**src/hw/rtl/lru_pkg.sv**
```systemverilog
package lru_pkg;

  // Number of resident page slots
  localparam int CAPACITY  = 16;
  // Stored tag width (page numbers are taken modulo 2^PAGE_BITS)
  localparam int PAGE_BITS = 20;
  // Fixed widths of the channel fields
  localparam int PAGE_W    = 20;
  localparam int OCC_W     = 5;

  localparam int SLOT_W = (CAPACITY > 1) ? $clog2(CAPACITY) : 1;
  localparam int RANK_W = SLOT_W;
  localparam int CNT_W  = $clog2(CAPACITY + 1);

  typedef logic [SLOT_W-1:0]    slot_t;
  typedef logic [RANK_W-1:0]    rank_t;
  typedef logic [PAGE_BITS-1:0] tag_t;
  typedef logic [CNT_W-1:0]     cnt_t;

  // Commands from the controller to the datapath
  typedef struct packed {
    logic load;    // capture the accepted page number
    logic lookup;  // compare against all slots and register the outcome
    logic commit;  // update slots and load the result register
  } lru_cmd_t;

endpackage

```
**src/hw/rtl/lru_if.sv**
```systemverilog
interface lru_in_if
  import lru_pkg::*;
();
  logic              valid;
  logic              ready;
  logic [PAGE_W-1:0] page_number;

  modport source (output valid, output page_number, input ready);
  modport sink   (input valid, input page_number, output ready);
endinterface

interface lru_out_if
  import lru_pkg::*;
();
  logic              valid;
  logic              ready;
  logic              hit;
  logic              evicted;
  logic [PAGE_W-1:0] victim_page;
  logic [OCC_W-1:0]  occupancy;

  modport source (output valid, output hit, output evicted, output victim_page,
                  output occupancy, input ready);
  modport sink   (input valid, input hit, input evicted, input victim_page,
                  input occupancy, output ready);
endinterface

```
**src/hw/rtl/lru_ctrl.sv**
```systemverilog
module lru_ctrl
  import lru_pkg::*;
(
  input  logic     clk,
  input  logic     rst_n,
  input  logic     in_valid,
  output logic     in_ready,
  output logic     out_valid,
  input  logic     out_ready,
  output lru_cmd_t cmd
);

  typedef enum logic [1:0] {
    S_IDLE,
    S_LOOK,
    S_COMMIT
  } state_t;

  state_t state_r, state_nxt;
  logic   in_ready_r, in_ready_nxt;
  logic   out_valid_r, out_valid_nxt;

  // Decode commands from the current state
  always_comb begin
    cmd.load   = (state_r == S_IDLE) && in_valid && in_ready_r;
    cmd.lookup = (state_r == S_LOOK);
    cmd.commit = (state_r == S_COMMIT) && (!out_valid_r || out_ready);
  end

  // Advance the sequence: accept, look up, commit into the result register
  always_comb begin
    state_nxt     = state_r;
    in_ready_nxt  = in_ready_r;
    out_valid_nxt = out_valid_r;
    if (out_valid_r && out_ready) begin
      out_valid_nxt = 1'b0;
    end
    case (state_r)
      S_IDLE: begin
        if (cmd.load) begin
          state_nxt    = S_LOOK;
          in_ready_nxt = 1'b0;
        end
      end
      S_LOOK: begin
        state_nxt = S_COMMIT;
      end
      S_COMMIT: begin
        if (cmd.commit) begin
          state_nxt     = S_IDLE;
          in_ready_nxt  = 1'b1;
          out_valid_nxt = 1'b1;
        end
      end
      default: begin
        state_nxt    = S_IDLE;
        in_ready_nxt = 1'b1;
      end
    endcase
  end

  always_ff @(posedge clk) begin
    if (!rst_n) begin
      state_r     <= S_IDLE;
      in_ready_r  <= 1'b1;
      out_valid_r <= 1'b0;
    end else begin
      state_r     <= state_nxt;
      in_ready_r  <= in_ready_nxt;
      out_valid_r <= out_valid_nxt;
    end
  end

  assign in_ready  = in_ready_r;
  assign out_valid = out_valid_r;

endmodule

```
**src/hw/rtl/lru_dp.sv**
```systemverilog
module lru_dp
  import lru_pkg::*;
(
  input  logic              clk,
  input  logic              rst_n,
  input  lru_cmd_t          cmd,
  input  logic [PAGE_W-1:0] in_page_number,
  output logic              out_hit,
  output logic              out_evicted,
  output logic [PAGE_W-1:0] out_victim_page,
  output logic [OCC_W-1:0]  out_occupancy
);

  // Slot state
  tag_t                tag_r   [CAPACITY];
  rank_t               rank_r  [CAPACITY];
  rank_t               rank_nxt[CAPACITY];
  logic [CAPACITY-1:0] valid_r, valid_nxt;
  cnt_t                count_r, count_nxt;

  // Current access and registered lookup outcome
  tag_t  page_r;
  logic  hit_r;
  slot_t hit_idx_r, free_idx_r, vict_idx_r;
  rank_t hit_rank_r;

  // Result register
  logic              res_hit_r, res_evicted_r;
  logic [PAGE_W-1:0] res_victim_r;
  logic [OCC_W-1:0]  res_occ_r;

  // Lookup: parallel tag compare plus lowest-index priority picks
  logic  hit_any;
  slot_t hit_idx, free_idx, vict_idx;

  always_comb begin
    hit_any  = 1'b0;
    hit_idx  = '0;
    free_idx = '0;
    vict_idx = '0;
    for (int i = CAPACITY - 1; i >= 0; i--) begin
      if (valid_r[i] && (tag_r[i] == page_r)) begin
        hit_any = 1'b1;
        hit_idx = SLOT_W'(i);
      end
      if (!valid_r[i]) begin
        free_idx = SLOT_W'(i);
      end
      // Ranks form a permutation, so the oldest slot holds the top rank
      if (valid_r[i] && (rank_r[i] == RANK_W'(CAPACITY - 1))) begin
        vict_idx = SLOT_W'(i);
      end
    end
  end

  // Commit: age ranks; on a miss place the page and, below full, count it
  logic full;
  slot_t tgt_idx;

  assign full    = (count_r == CNT_W'(CAPACITY));
  assign tgt_idx = full ? vict_idx_r : free_idx_r;

  always_comb begin
    valid_nxt = valid_r;
    count_nxt = count_r;
    for (int i = 0; i < CAPACITY; i++) begin
      rank_nxt[i] = rank_r[i];
    end
    if (hit_r) begin
      for (int i = 0; i < CAPACITY; i++) begin
        if (valid_r[i] && (rank_r[i] < hit_rank_r)) begin
          rank_nxt[i] = rank_r[i] + 1'b1;
        end
      end
      rank_nxt[hit_idx_r] = '0;
    end else begin
      for (int i = 0; i < CAPACITY; i++) begin
        if (valid_r[i]) begin
          rank_nxt[i] = rank_r[i] + 1'b1;
        end
      end
      rank_nxt[tgt_idx]  = '0;
      valid_nxt[tgt_idx] = 1'b1;
      if (!full) begin
        count_nxt = count_r + 1'b1;
      end
    end
  end

  // Control-side slot state
  always_ff @(posedge clk) begin
    if (!rst_n) begin
      valid_r <= '0;
      count_r <= '0;
      for (int i = 0; i < CAPACITY; i++) begin
        rank_r[i] <= '0;
      end
    end else if (cmd.commit) begin
      valid_r <= valid_nxt;
      count_r <= count_nxt;
      for (int i = 0; i < CAPACITY; i++) begin
        rank_r[i] <= rank_nxt[i];
      end
    end
  end

  // Payload: page, lookup outcome, tags and result register
  always_ff @(posedge clk) begin
    if (cmd.load) begin
      page_r <= PAGE_BITS'(in_page_number);
    end
    if (cmd.lookup) begin
      hit_r      <= hit_any;
      hit_idx_r  <= hit_idx;
      free_idx_r <= free_idx;
      vict_idx_r <= vict_idx;
      hit_rank_r <= rank_r[hit_idx];
    end
    if (cmd.commit) begin
      if (!hit_r) begin
        tag_r[tgt_idx] <= page_r;
      end
      res_hit_r     <= hit_r;
      res_evicted_r <= !hit_r && full;
      res_victim_r  <= (!hit_r && full) ? PAGE_W'(tag_r[vict_idx_r]) : '0;
      res_occ_r     <= OCC_W'(count_nxt);
    end
  end

  assign out_hit         = res_hit_r;
  assign out_evicted     = res_evicted_r;
  assign out_victim_page = res_victim_r;
  assign out_occupancy   = res_occ_r;

endmodule

```
**src/hw/rtl/lru_page_replacement.sv**
```systemverilog
// Fully associative LRU page tracker with CAPACITY slots. Each input beat is one
// page access; each access yields exactly one result beat with the hit flag, the
// eviction flag, the evicted page (zero when none) and the resident count after
// the access. One access is in flight at a time. The page is captured at the
// accepting edge; then a parallel compare of all slot tags is registered with
// the priority picks, and then the rank and tag update loads the result
// register. A new access is accepted in the cycle after the result is loaded,
// while that result still waits to be taken, so no access is accepted before
// the last one has committed. A result held back by the receiver stalls the
// update of the access behind it, and with it the input. The tag store is not
// cleared at reset; only valid slots are ever compared or reported.
module lru_page_replacement
  import lru_pkg::*;
(
  input  logic             clk,
  input  logic             rst_n,
  lru_in_if.sink           in_ch,
  lru_out_if.source        out_ch
);

  lru_cmd_t cmd;

  lru_ctrl u_ctrl (
    .clk       (clk),
    .rst_n     (rst_n),
    .in_valid  (in_ch.valid),
    .in_ready  (in_ch.ready),
    .out_valid (out_ch.valid),
    .out_ready (out_ch.ready),
    .cmd       (cmd)
  );

  lru_dp u_dp (
    .clk             (clk),
    .rst_n           (rst_n),
    .cmd             (cmd),
    .in_page_number  (in_ch.page_number),
    .out_hit         (out_ch.hit),
    .out_evicted     (out_ch.evicted),
    .out_victim_page (out_ch.victim_page),
    .out_occupancy   (out_ch.occupancy)
  );

endmodule

```
**src/flat_wrapper.sv**
```systemverilog
// flat-port wrapper written by rule: the top's interface ports become plain ports
module lru_page_replacement_flat import lru_pkg::*;
  (clk, rst_n, in_ch_valid, in_ch_page_number, in_ch_ready, out_ch_valid, out_ch_hit, out_ch_evicted, out_ch_victim_page, out_ch_occupancy, out_ch_ready);
  lru_in_if in_ch_i ();
  lru_out_if out_ch_i ();
  input  logic clk;
  input  logic rst_n;
  input wire logic [$bits(in_ch_i.valid)-1:0] in_ch_valid;
  input wire logic [$bits(in_ch_i.page_number)-1:0] in_ch_page_number;
  output wire logic [$bits(in_ch_i.ready)-1:0] in_ch_ready;
  output wire logic [$bits(out_ch_i.valid)-1:0] out_ch_valid;
  output wire logic [$bits(out_ch_i.hit)-1:0] out_ch_hit;
  output wire logic [$bits(out_ch_i.evicted)-1:0] out_ch_evicted;
  output wire logic [$bits(out_ch_i.victim_page)-1:0] out_ch_victim_page;
  output wire logic [$bits(out_ch_i.occupancy)-1:0] out_ch_occupancy;
  input wire logic [$bits(out_ch_i.ready)-1:0] out_ch_ready;
  assign in_ch_i.valid = in_ch_valid;
  assign in_ch_i.page_number = in_ch_page_number;
  assign in_ch_ready = in_ch_i.ready;
  assign out_ch_valid = out_ch_i.valid;
  assign out_ch_hit = out_ch_i.hit;
  assign out_ch_evicted = out_ch_i.evicted;
  assign out_ch_victim_page = out_ch_i.victim_page;
  assign out_ch_occupancy = out_ch_i.occupancy;
  assign out_ch_i.ready = out_ch_ready;
  lru_page_replacement u_core (.clk(clk), .rst_n(rst_n), .in_ch(in_ch_i), .out_ch(out_ch_i));
endmodule
```
**config.mk**
```make
export PLATFORM = sky130hd
export DESIGN_NAME = lru_page_replacement_flat
export DESIGN_NICKNAME = d
export VERILOG_FILES = /design/src/hw/rtl/lru_pkg.sv /design/src/hw/rtl/lru_if.sv /design/src/hw/rtl/lru_ctrl.sv /design/src/hw/rtl/lru_dp.sv /design/src/hw/rtl/lru_page_replacement.sv /design/src/flat_wrapper.sv
export SDC_FILE = /design/constraint.sdc
export NUM_CORES = 1
export LEC_CHECK = 0
export ABC_AREA = 1
export ABC_CLOCK_PERIOD_IN_PS = 4800
export BUFFER_PORTS_ARGS = -buffer_cell sky130_fd_sc_hd__buf_4
export CAP_MARGIN = 20
export CORE_MARGIN = 3
export CORE_UTILIZATION = 40
export DETAILED_ROUTE_END_ITERATION = 8
export SYNTH_ARGS = -nofsm -noshare
export SYNTH_HDL_FRONTEND = slang
export SYNTH_HIERARCHICAL = 1
export SYNTH_SLANG_ARGS = --single-unit
export TNS_END_PERCENT = 20
```
**constraint.sdc**
```tcl
create_clock -name clk -period 4.8 [get_ports clk]
set_input_delay 0.24 -clock clk [delete_from_list [all_inputs] [get_ports clk]]
set_output_delay 0.24 -clock clk [all_outputs]
set_load 0.02 [all_outputs]
```
* After elaboration in Yosys (flattened, before gate mapping)
Memory sizes are Yosys's and may differ from the RTL's. A register that Yosys moved wholly into a read port is not among the register bits.
Cells that the tools add are included.
** Word-level totals
- Memories kept :: 2
- RAM bits :: 384
- Register bits after elaboration :: 65
- Bits of input ports :: 24
- Output and inout port bits :: 29
- Word-level logic and storage cells :: 346
** Memories
- u_core.u_dp.tag_r :: depth 16, bits a word 20, rd ports 17, clocked after Yosys merged registers in 1, write ports 1, line lru_dp.sv:15 : tag_t tag_r [CAPACITY];
- u_core.u_dp.rank_r :: depth 16, bits a word 4, rd ports 17, clocked after Yosys merged registers in 1, write ports 16, line lru_dp.sv:16 : rank_t rank_r [CAPACITY];
** Cells by class
- Bitwise logic cells :: 25
- Add/sub/neg operators :: 17
- Magnitude comparators :: 22
- Reduce and logical (&&, ||, !) cells :: 71
- Eq/ne operators :: 37
- Muxes and demuxes :: 153
** Operator list (count)
- $mux 4 :: 115
- $eq 20x20->1 :: 16
- $and 64x64->64 :: 2
- $not 64->64 :: 2
- $add 4x1->4 const B :: 16
- $eq 4x4->1 const B :: 16
- $lt 4x4->1 :: 16
- $mux 64 :: 1
- $logic_and 1x1->1 :: 56
- $demux 4 s4 :: 2
- $mux 3 :: 8
- $mux 1 :: 16
- $or 1x1->1 :: 16
- $or 16x16->16 :: 1
- $reduce_or 15->1 :: 1
- $mux 2 :: 6
- $ge 5x5->1 const B :: 2
- $lt 5x1->1 const B :: 2
- $mux 5 :: 2
- $not 4->5 :: 2
- $reduce_and 8->1 :: 1
- $reduce_or 8->1 :: 1
- $pmux 2 s3 :: 1
- $reduce_and 2->1 :: 3
- other kinds (17) :: 21

* Depth between registers and ports, before layout
Gate-level depths: netlist (run 1).
An unclocked memory read counts as a cell.
- Depth after elaboration :: 19
- Mapped depth :: 31
- Gate-level depth less buffers :: 30

* Hierarchy
The synthesis (run 1) kept the hierarchy.
** By module, submodules not included
- lru_dp :: seq. area each 13873.3 sq um, cells each 2889, area each 26788.2 sq um, instances 1
- lru_ctrl :: seq. area each 80.1 sq um, cells each 27, area each 188.9 sq um, instances 1

* Worst setup path after synthesis (run 1)
OpenSTA, ideal clock, no wires.
- Path type :: reg2reg
- Start point :: reg u_core.u_ctrl.state_r[1]
- End point :: mem u_core/u_dp/tag_r[10][0] (netlist name), enable pin
- Arrival time :: 3.813 ns
- Period minus slack after synthesis :: 4.238 ns
- Cell stages (with the launch flop) :: 9
- Buffers on the path :: 0
- Required time :: 4.375 ns
- Setup time :: 0.425 ns
- Slack :: 0.562 ns
- Cells stage by stage :: dfxtp_1 inv_1 nor2_2 inv_1 nor2_1 inv_1 nor2_1 inv_1 nor3_1
** RTL lines
- start, declared :: line lru_ctrl.sv:19 : state_t state_r, state_nxt;
- start signal, assigned :: line lru_ctrl.sv:68 : state_r <= state_nxt;
- end, declared :: line lru_dp.sv:15

* Worst setup path in the final report (run 1)
- Start point :: reg u_core.u_dp.page_r[1]
- End point :: reg u_core.u_dp.hit_rank_r[0], read port of u_core.u_dp.rank_r (data pin)
** On the way
- Cells in the longest elaborated chain, start to end :: 18
- Elaborated cells on any way between the ends :: 48
- Those cells by class :: 16 x eq/ne; 16 x mux; 16 x reduce/logical
** Ends and longest elaborated chain
- start, declared :: line lru_dp.sv:22 : tag_t page_r;
- start signal, assigned :: line lru_dp.sv:110 : page_r <= PAGE_BITS'(in_page_number);
- $eq 20x20->1 :: line lru_dp.sv:42 : if (valid_r[i] && (tag_r[i] == page_r)) begin
- $logic_and 1x1->1 :: line lru_dp.sv:42
- $mux 4 (15 in series) :: line lru_dp.sv:42
- $mux 4 * :: line lru_dp.sv:42
- end, declared :: line lru_dp.sv:25 : rank_t hit_rank_r;
Mark *: on every way between the ends. The rest lies on a longest branch, timed or not.
A chain may end at the register's enable or synchronous reset.

==> flow_metrics.env, run 1 <==
export IMPL_drive_above_1_share_pct=8.31
export IMPL_power_density_mw_per_mm2=331
export IMPL_crit_buf_inv=3
export IMPL_syn_inst=2916
export IMPL_synth_main_ff_cell="edfxtp_1"
export IMPL_critical_path_top_delay_family="simple AND/OR/NAND/NOR gates"
export IMPL_viasPerCell=6.04
export IMPL_synth_most_common_cell="nand2_1"
export IMPL_grt_pass1_wl_mm=148
export IMPL_yosysTopAreaCell="edfxtp_1"
export IMPL_clock_skew_ns=0.0288
export IMPL_crit_arrival_ns=4.67
export IMPL_wl_mm=102
export IMPL_vias=23500
export IMPL_cts_htree_levels=2
export IMPL_wl_met2_mm=44.4
export IMPL_p_leak_nw=11.5
export IMPL_setup_viol=0
export IMPL_drt_iter0_markers=2895
export IMPL_cp_data_required_time_ns=5.16
export IMPL_start_util_pct=40.7
export IMPL_status="complete, no violations"
export IMPL_wl_met3_mm=9.40
export IMPL_clockBufferDepth=3
export IMPL_wl_met1_mm=43.9
export IMPL_hold_violations=0
export IMPL_period_minus_slack_ns=4.31
export IMPL_clock_root_buffer="clkbuf_16"
export IMPL_grt_use_total_pct=28.2
export IMPL_final_setup_tns_ns=0
export IMPL_rsz0062_at_grt="no"
export IMPL_yosysSeqAreaShare_pct=51.7
export IMPL_die_h_um=266
export IMPL_cp_slowest_stage_delay_ns=0.64
export IMPL_vdd_ir_drop_max_mv=0.280
export IMPL_ys_async_sr_fraction_pct=0
export IMPL_syn_area_per_cell_um2=9.25
export IMPL_ys_top_cells_by_area="edfxtp_1, nand2_1, a21oi_1"
export IMPL_ys_warn_count=6
export IMPL_critical_path_class="reg -> reg"
export IMPL_fp_row_count=94
export IMPL_synth_edff_count=448
export IMPL_synth_area_mm2=0.0270
export IMPL_firstDrtPassIters=7
export IMPL_path_clk_slew_ns=0.06
export IMPL_overflow=0
export IMPL_die_x_um=266
export IMPL_path_max_fanout=19
export IMPL_cts_tree="done"
export IMPL_grt_pass1_vias=22100
export IMPL_synthTopCellsByCount="nand2_1, edfxtp_1, inv_1"
export IMPL_dp_hpwl_mm=72.0
export IMPL_slowest_stage="nor4_1"
export IMPL_n_fill_cell=6385
export IMPL_ys_ff_latch=473
export IMPL_place_ws_ns=0.670
export IMPL_max_freq_mhz=232
export IMPL_power_mw=10.1
export IMPL_fin_util_pct=46.0
export IMPL_drv_cap=0
export IMPL_setup_ws_ns=0.493
export IMPL_place_gp_congestion=0.990
export IMPL_num_nets_final=3064
export IMPL_synth_fp_nets=3006
export IMPL_clock_sinks=473
export IMPL_dieArea_mm2=0.0706
export IMPL_postCtsResizedCells=0
export IMPL_portBuffers=52
export IMPL_diodes=0
export IMPL_clk_latency_ns=0.63
export IMPL_wl_per_cell_um=26.1
export IMPL_drc=0
export IMPL_antenna_found_initial=0
export IMPL_synth_top_area_share_pct=49.9
export IMPL_grt_max_degree=126
export IMPL_core_mm2=0.0663
export IMPL_syn2layout_area_growth_pct=13.0
export IMPL_cp_end_kind="flip-flop"
export IMPL_holdCritPathClass="in -> reg"
export IMPL_finalCritPeriodShare_pct=89.7
export IMPL_numCtsBuffers=55
export IMPL_netlist_cell_type_count=54
export IMPL_slew_viol_final=0
export IMPL_start_kind="flip-flop"
export IMPL_r2r_setup_slack_ns=0.49
export IMPL_drtAntennaViolNets=0
export IMPL_ios=53
export IMPL_top_layer="met4"
export IMPL_crit_chain="inv_2 > o22ai_1 > a211oi_1 > nand3_1 > nor4_1 > nand4_1 > nand2_1 > inv_1 > a21oi_4 > inv_2 > nand2_1 > nand3_1 > nand3_1 > nand2_1"
export IMPL_worst_slew_pin_slew_ns=1.06
export IMPL_slew_headroom_pct=29.5
## stage by stage
step | hold slack, ns | cell area (um^2) | instances
final | 0.329 | 30500 | 3884
after global routing | 0.325 | 30500 | 3884
after floorplan | 0.324 | 27000 | 2916
after detailed placement | 0.419 | 28400 | 3758
after CTS | 0.301 | 30500 | 3884
after global placement | 0.419 | 28300 | 3757
## cell usage in the layout, fill, tap and decap left out, types with 10 or more instances in the layout
| cell | instances |
|---|---|
| inv_2 | 22 |
| clkbuf_16 | 57 |
| clkbuf_1 | 15 |
| ha_1 | 66 |
| mux2i_1 | 31 |
| nor4_1 | 31 |
| edfxtp_1 | 448 |
| nor2_1 | 184 |
| a21oi_1 | 232 |
| dfxtp_1 | 25 |
| o22ai_1 | 109 |
| dlygate4sd3_1 | 23 |
| a221oi_1 | 12 |
| buf_4 | 120 |
| nor3_1 | 15 |
| nand2_1 | 533 |
| xnor2_1 | 67 |
| nand3_1 | 122 |
| o21ai_0 | 219 |
| a22o_1 | 10 |
| nand4_1 | 34 |
| clkinv_1 | 12 |
| o21ai_1 | 12 |
| a211oi_1 | 40 |
| inv_1 | 283 |
| o211ai_1 | 116 |
| xor2_1 | 86 |
## final cells by class
type / count / area [um^2] / area share (%)
clock buffer: 74 / 1510 / 4.95
sequential: 473 / 14000 / 45.8
multi-input combinational: 1987 / 11200 / 36.7
tap: 864 / 1080 / 3.55
inverter: 310 / 1160 / 3.82
clock inverter: 29 / 363 / 1.19
timing repair buffer: 147 / 1220 / 4.00
## layer usage
metal,vias to the layer above,track usage (%)
li1,10500,-
met1,11500,41.0
met2,1318,42.7
met3,195,4.43
met4,0,10.6
met5,-,0
## worst register-to-register path, delay by kind of cell (launching register included)
family,cells,cell delay [ns]
AO/OA/AOI/OAI,3,1.17
AND/OR/NAND/NOR,8,1.67
buffers and inverters,3,0.81
flip-flops,1,0.39
## power breakdown
group / leakage [nW] / switching (mW) / internal (mW)
clock: 0.906 / 1.77 / 2.64
combinational: 6.28 / 0.677 / 0.298
sequential: 4.35 / 0.105 / 4.60
total: 11.5 / 2.55 / 7.53
## worst paths after layout
| check | startpoint | to | cells past startpoint |
|---|---|---|---|
| worst max register to register | u_core/u_dp/page_r[1] | u_core/u_dp/hit_rank_r[0] | 14 |
| worst max-delay path | u_core/u_dp/page_r[1] | u_core/u_dp/hit_rank_r[0] | 14 |
| worst min-delay path | in_ch_page_number[0] | u_core/u_dp/page_r[0] | 2 |
| worst min register to register | u_core/u_dp/count_r[4] | u_core/u_dp/count_r[4] | 2 |
## cell families after synthesis
family,synth area share (%)
XOR/XNOR,4.97
adder cells (fa/ha/maj),3.06
flip-flops,51.7
multiplexers,1.23
AO/OA/AOI/OAI,17.4
AND/OR/NAND/NOR,14.7
buffers and inverters,6.97
## flip-flops by register name, indices dropped and copies added, names as in the netlist
register,cells
u_core/u_dp/free_idx_r,4
u_core/u_dp/out_hit,1
u_core/u_dp/rank_r,64
u_core/u_dp/page_r,20
u_core/u_ctrl/out_valid,1
u_core/u_dp/hit_r,1
u_core/u_dp/out_occupancy,5
u_core/u_dp/out_victim_page,20
u_core/u_dp/count_r,5
u_core/u_dp/vict_idx_r,4
u_core/u_dp/out_evicted,1
u_core/u_dp/tag_r,320
u_core/u_dp/hit_rank_r,4
u_core/u_dp/valid_r,16
u_core/u_ctrl/in_ready,1
u_core/u_ctrl/state_r,2
u_core/u_dp/hit_idx_r,4
## what timing repair did
item	in CTS	in global routing
endpoints found under the setup margin	0	0
hold endpoints to repair	30	0
hold buffers	23	0
buffers inserted	0	0
Note: power is estimated with default switching activity, not from simulation.
==> run 2: changes to the inputs <==
PLACE_DENSITY_LB_ADDON = 0.3   (was not set)
==> flow_metrics.env, run 2 (synthesis gave the netlist of run 1 again) <==
export IMPL_slowest_stage="edfxtp_1"
export IMPL_final_cell_mix="nand2_1, edfxtp_1, inv_1"
export IMPL_cpMostUsedCell="nand2_1"
export IMPL_path_clk_slew_ns=0.06
export IMPL_largest_register_ffs=320
export IMPL_place_gp_congestion=0.989
export IMPL_largestRegisters="u_core/u_dp/tag_r x320, u_core/u_dp/rank_r x64"
export IMPL_overflow=0
export IMPL_setup_viol=0
export IMPL_grt_pass1_wl_mm=151
export IMPL_p_leak_nw=11.5
export IMPL_dp_hpwl_mm=74.1
export IMPL_clockBufferDepth=3
export IMPL_critical_path_class="reg -> reg"
export IMPL_drtAntennaViolNets=0
export IMPL_start_kind="flip-flop"
export IMPL_critical_path_top_delay_family="simple AND/OR/NAND/NOR gates"
export IMPL_clock_skew_ns=0.0642
export IMPL_crit_buf_inv=2
export IMPL_period_minus_slack_ns=4.05
export IMPL_cts_htree_levels=2
export IMPL_place_ws_ns=0.873
export IMPL_firstDrtPassIters=9
export IMPL_wl_mm=105
export IMPL_numCtsBuffers=54
export IMPL_drv_cap=0
export IMPL_postCtsResizedCells=0
export IMPL_portBuffers=52
export IMPL_hold_violations=0
export IMPL_start_util_pct=40.7
export IMPL_holdWs_ns=0.298
export IMPL_drt_iter0_markers=3286
export IMPL_cp_data_required_time_ns=5.16
export IMPL_holdCritPathClass="in -> reg"
export IMPL_drc=0
export IMPL_cts_tree="done"
export IMPL_cp_slowest_stage_delay_ns=0.77
export IMPL_grt_pass1_vias=22200
export IMPL_clock_sinks=473
export IMPL_die_h_um=266
export IMPL_wl_per_cell_um=27.0
export IMPL_layout_commonest_cell="nand2_1"
export IMPL_slew_viol_final=0
export IMPL_antenna_found_initial=2
export IMPL_path_max_fanout=18
export IMPL_syn2layout_area_growth_pct=13.1
export IMPL_worst_slew_pin_slew_ns=1.06
export IMPL_place_area_mm2=0.0284
export IMPL_fin_util_pct=46.0
export IMPL_fp_row_count=94
export IMPL_crit_chain="inv_2 > nand2_1 > nand2_1 > nor2_1 > nand2_1 > nor2_1 > nand2_1 > o21ai_0 > a31oi_1 > nor2_1 > o21bai_1 > a21oi_4 > inv_2 > nand2_1 > nand3_1 > nand3_1 > nand2_1"
export IMPL_num_nets_final=3065
export IMPL_rsz0062_at_grt="no"
export IMPL_grt_use_total_pct=28.9
export IMPL_core_mm2=0.0663
export IMPL_cp_end_kind="flip-flop"
export IMPL_power_density_mw_per_mm2=333
export IMPL_vdd_ir_drop_max_mv=0.318
export IMPL_crit_arrival_ns=4.41
export IMPL_drive_above_1_share_pct=8.51
export IMPL_status="complete, no violations"
export IMPL_n_fill_cell=6288
export IMPL_top_register="u_core/u_dp/tag_r"
export IMPL_grt_max_degree=141
export IMPL_dieArea_mm2=0.0706
export IMPL_diodes=0
export IMPL_slew_headroom_pct=29.1
export IMPL_vias=23900
export IMPL_clock_root_buffer="clkbuf_16"
export IMPL_max_freq_mhz=247
export IMPL_fin_area_mm2=0.0305
export IMPL_clk_latency_ns=0.66
export IMPL_final_setup_tns_ns=0
export IMPL_setup_ws_ns=0.754
export IMPL_viasPerCell=6.16
export IMPL_finalCritPeriodShare_pct=84.3
export IMPL_ios=53
export IMPL_die_x_um=266
[run 2: area by class of cell]
class / count / area, um^2 / area share [%]
multi-input cells: 1987 / 11200 / 36.7
inverters: 310 / 1160 / 3.81
clock buffers: 59 / 1370 / 4.49
clock inverters: 41 / 522 / 1.71
well taps: 864 / 1080 / 3.54
repair buffers: 149 / 1240 / 4.05
flip-flops and latches: 473 / 14000 / 45.7
[run 2: worst register-to-register path, cell delays in order (launching register included)]
cell and delay, ns:
edfxtp_1 0.77, inv_2 0.24, nand2_1 0.11, nand2_1 0.07, nor2_1 0.11, nand2_1 0.09, nor2_1 0.19, nand2_1 0.09
o21ai_0 0.33, a31oi_1 0.14, nor2_1 0.21, o21bai_1 0.17, a21oi_4 0.51, inv_2 0.27, nand2_1 0.14, nand3_1 0.09
nand3_1 0.13, nand2_1 0.07
[run 2: per-layer routing]
layer  vias up  GRT usage [%]  wire length, um
li1      10500              -                -
met1     11600           41.2            43600
met2      1528           43.1            45000
met3       273           6.13            11700
met4         4           11.2             4650
met5         -              0               27
[run 2: metrics by stage]
stage                     power (mW)  instances
after floorplan                 5.34       2916
after global placement          5.73       3758
after detailed placement        5.75       3759
after CTS                       10.2       3883
after global routing            10.5       3883
final                           10.2       3883
[run 2: path summary, 6_finish.rpt]
path / from / to / slack (ns) / cells after the start
worst min-delay path: in_ch_page_number[16] / u_core/u_dp/page_r[16] / 0.30 / 2
worst min register to register: u_core/u_dp/count_r[4] / u_core/u_dp/count_r[4] / 0.51 / 2
worst max-delay path: u_core/u_dp/page_r[8] / u_core/u_dp/hit_rank_r[2] / 0.75 / 17
worst max register to register: u_core/u_dp/page_r[8] / u_core/u_dp/hit_rank_r[2] / 0.75 / 17
[run 2: what timing repair did]
item | 4_1_cts | 5_1_grt
hold buffers | 24 | 0
buffers inserted | 0 | 0
endpoints found under the setup margin | 0 | 0
hold endpoints to repair | 31 | 0
[run 2: where the power goes]
part           internal [mW]  total [mW]  switching [mW]
clock network           2.61        4.46            1.85
logic                  0.303        1.01           0.709
registers               4.60        4.71           0.106
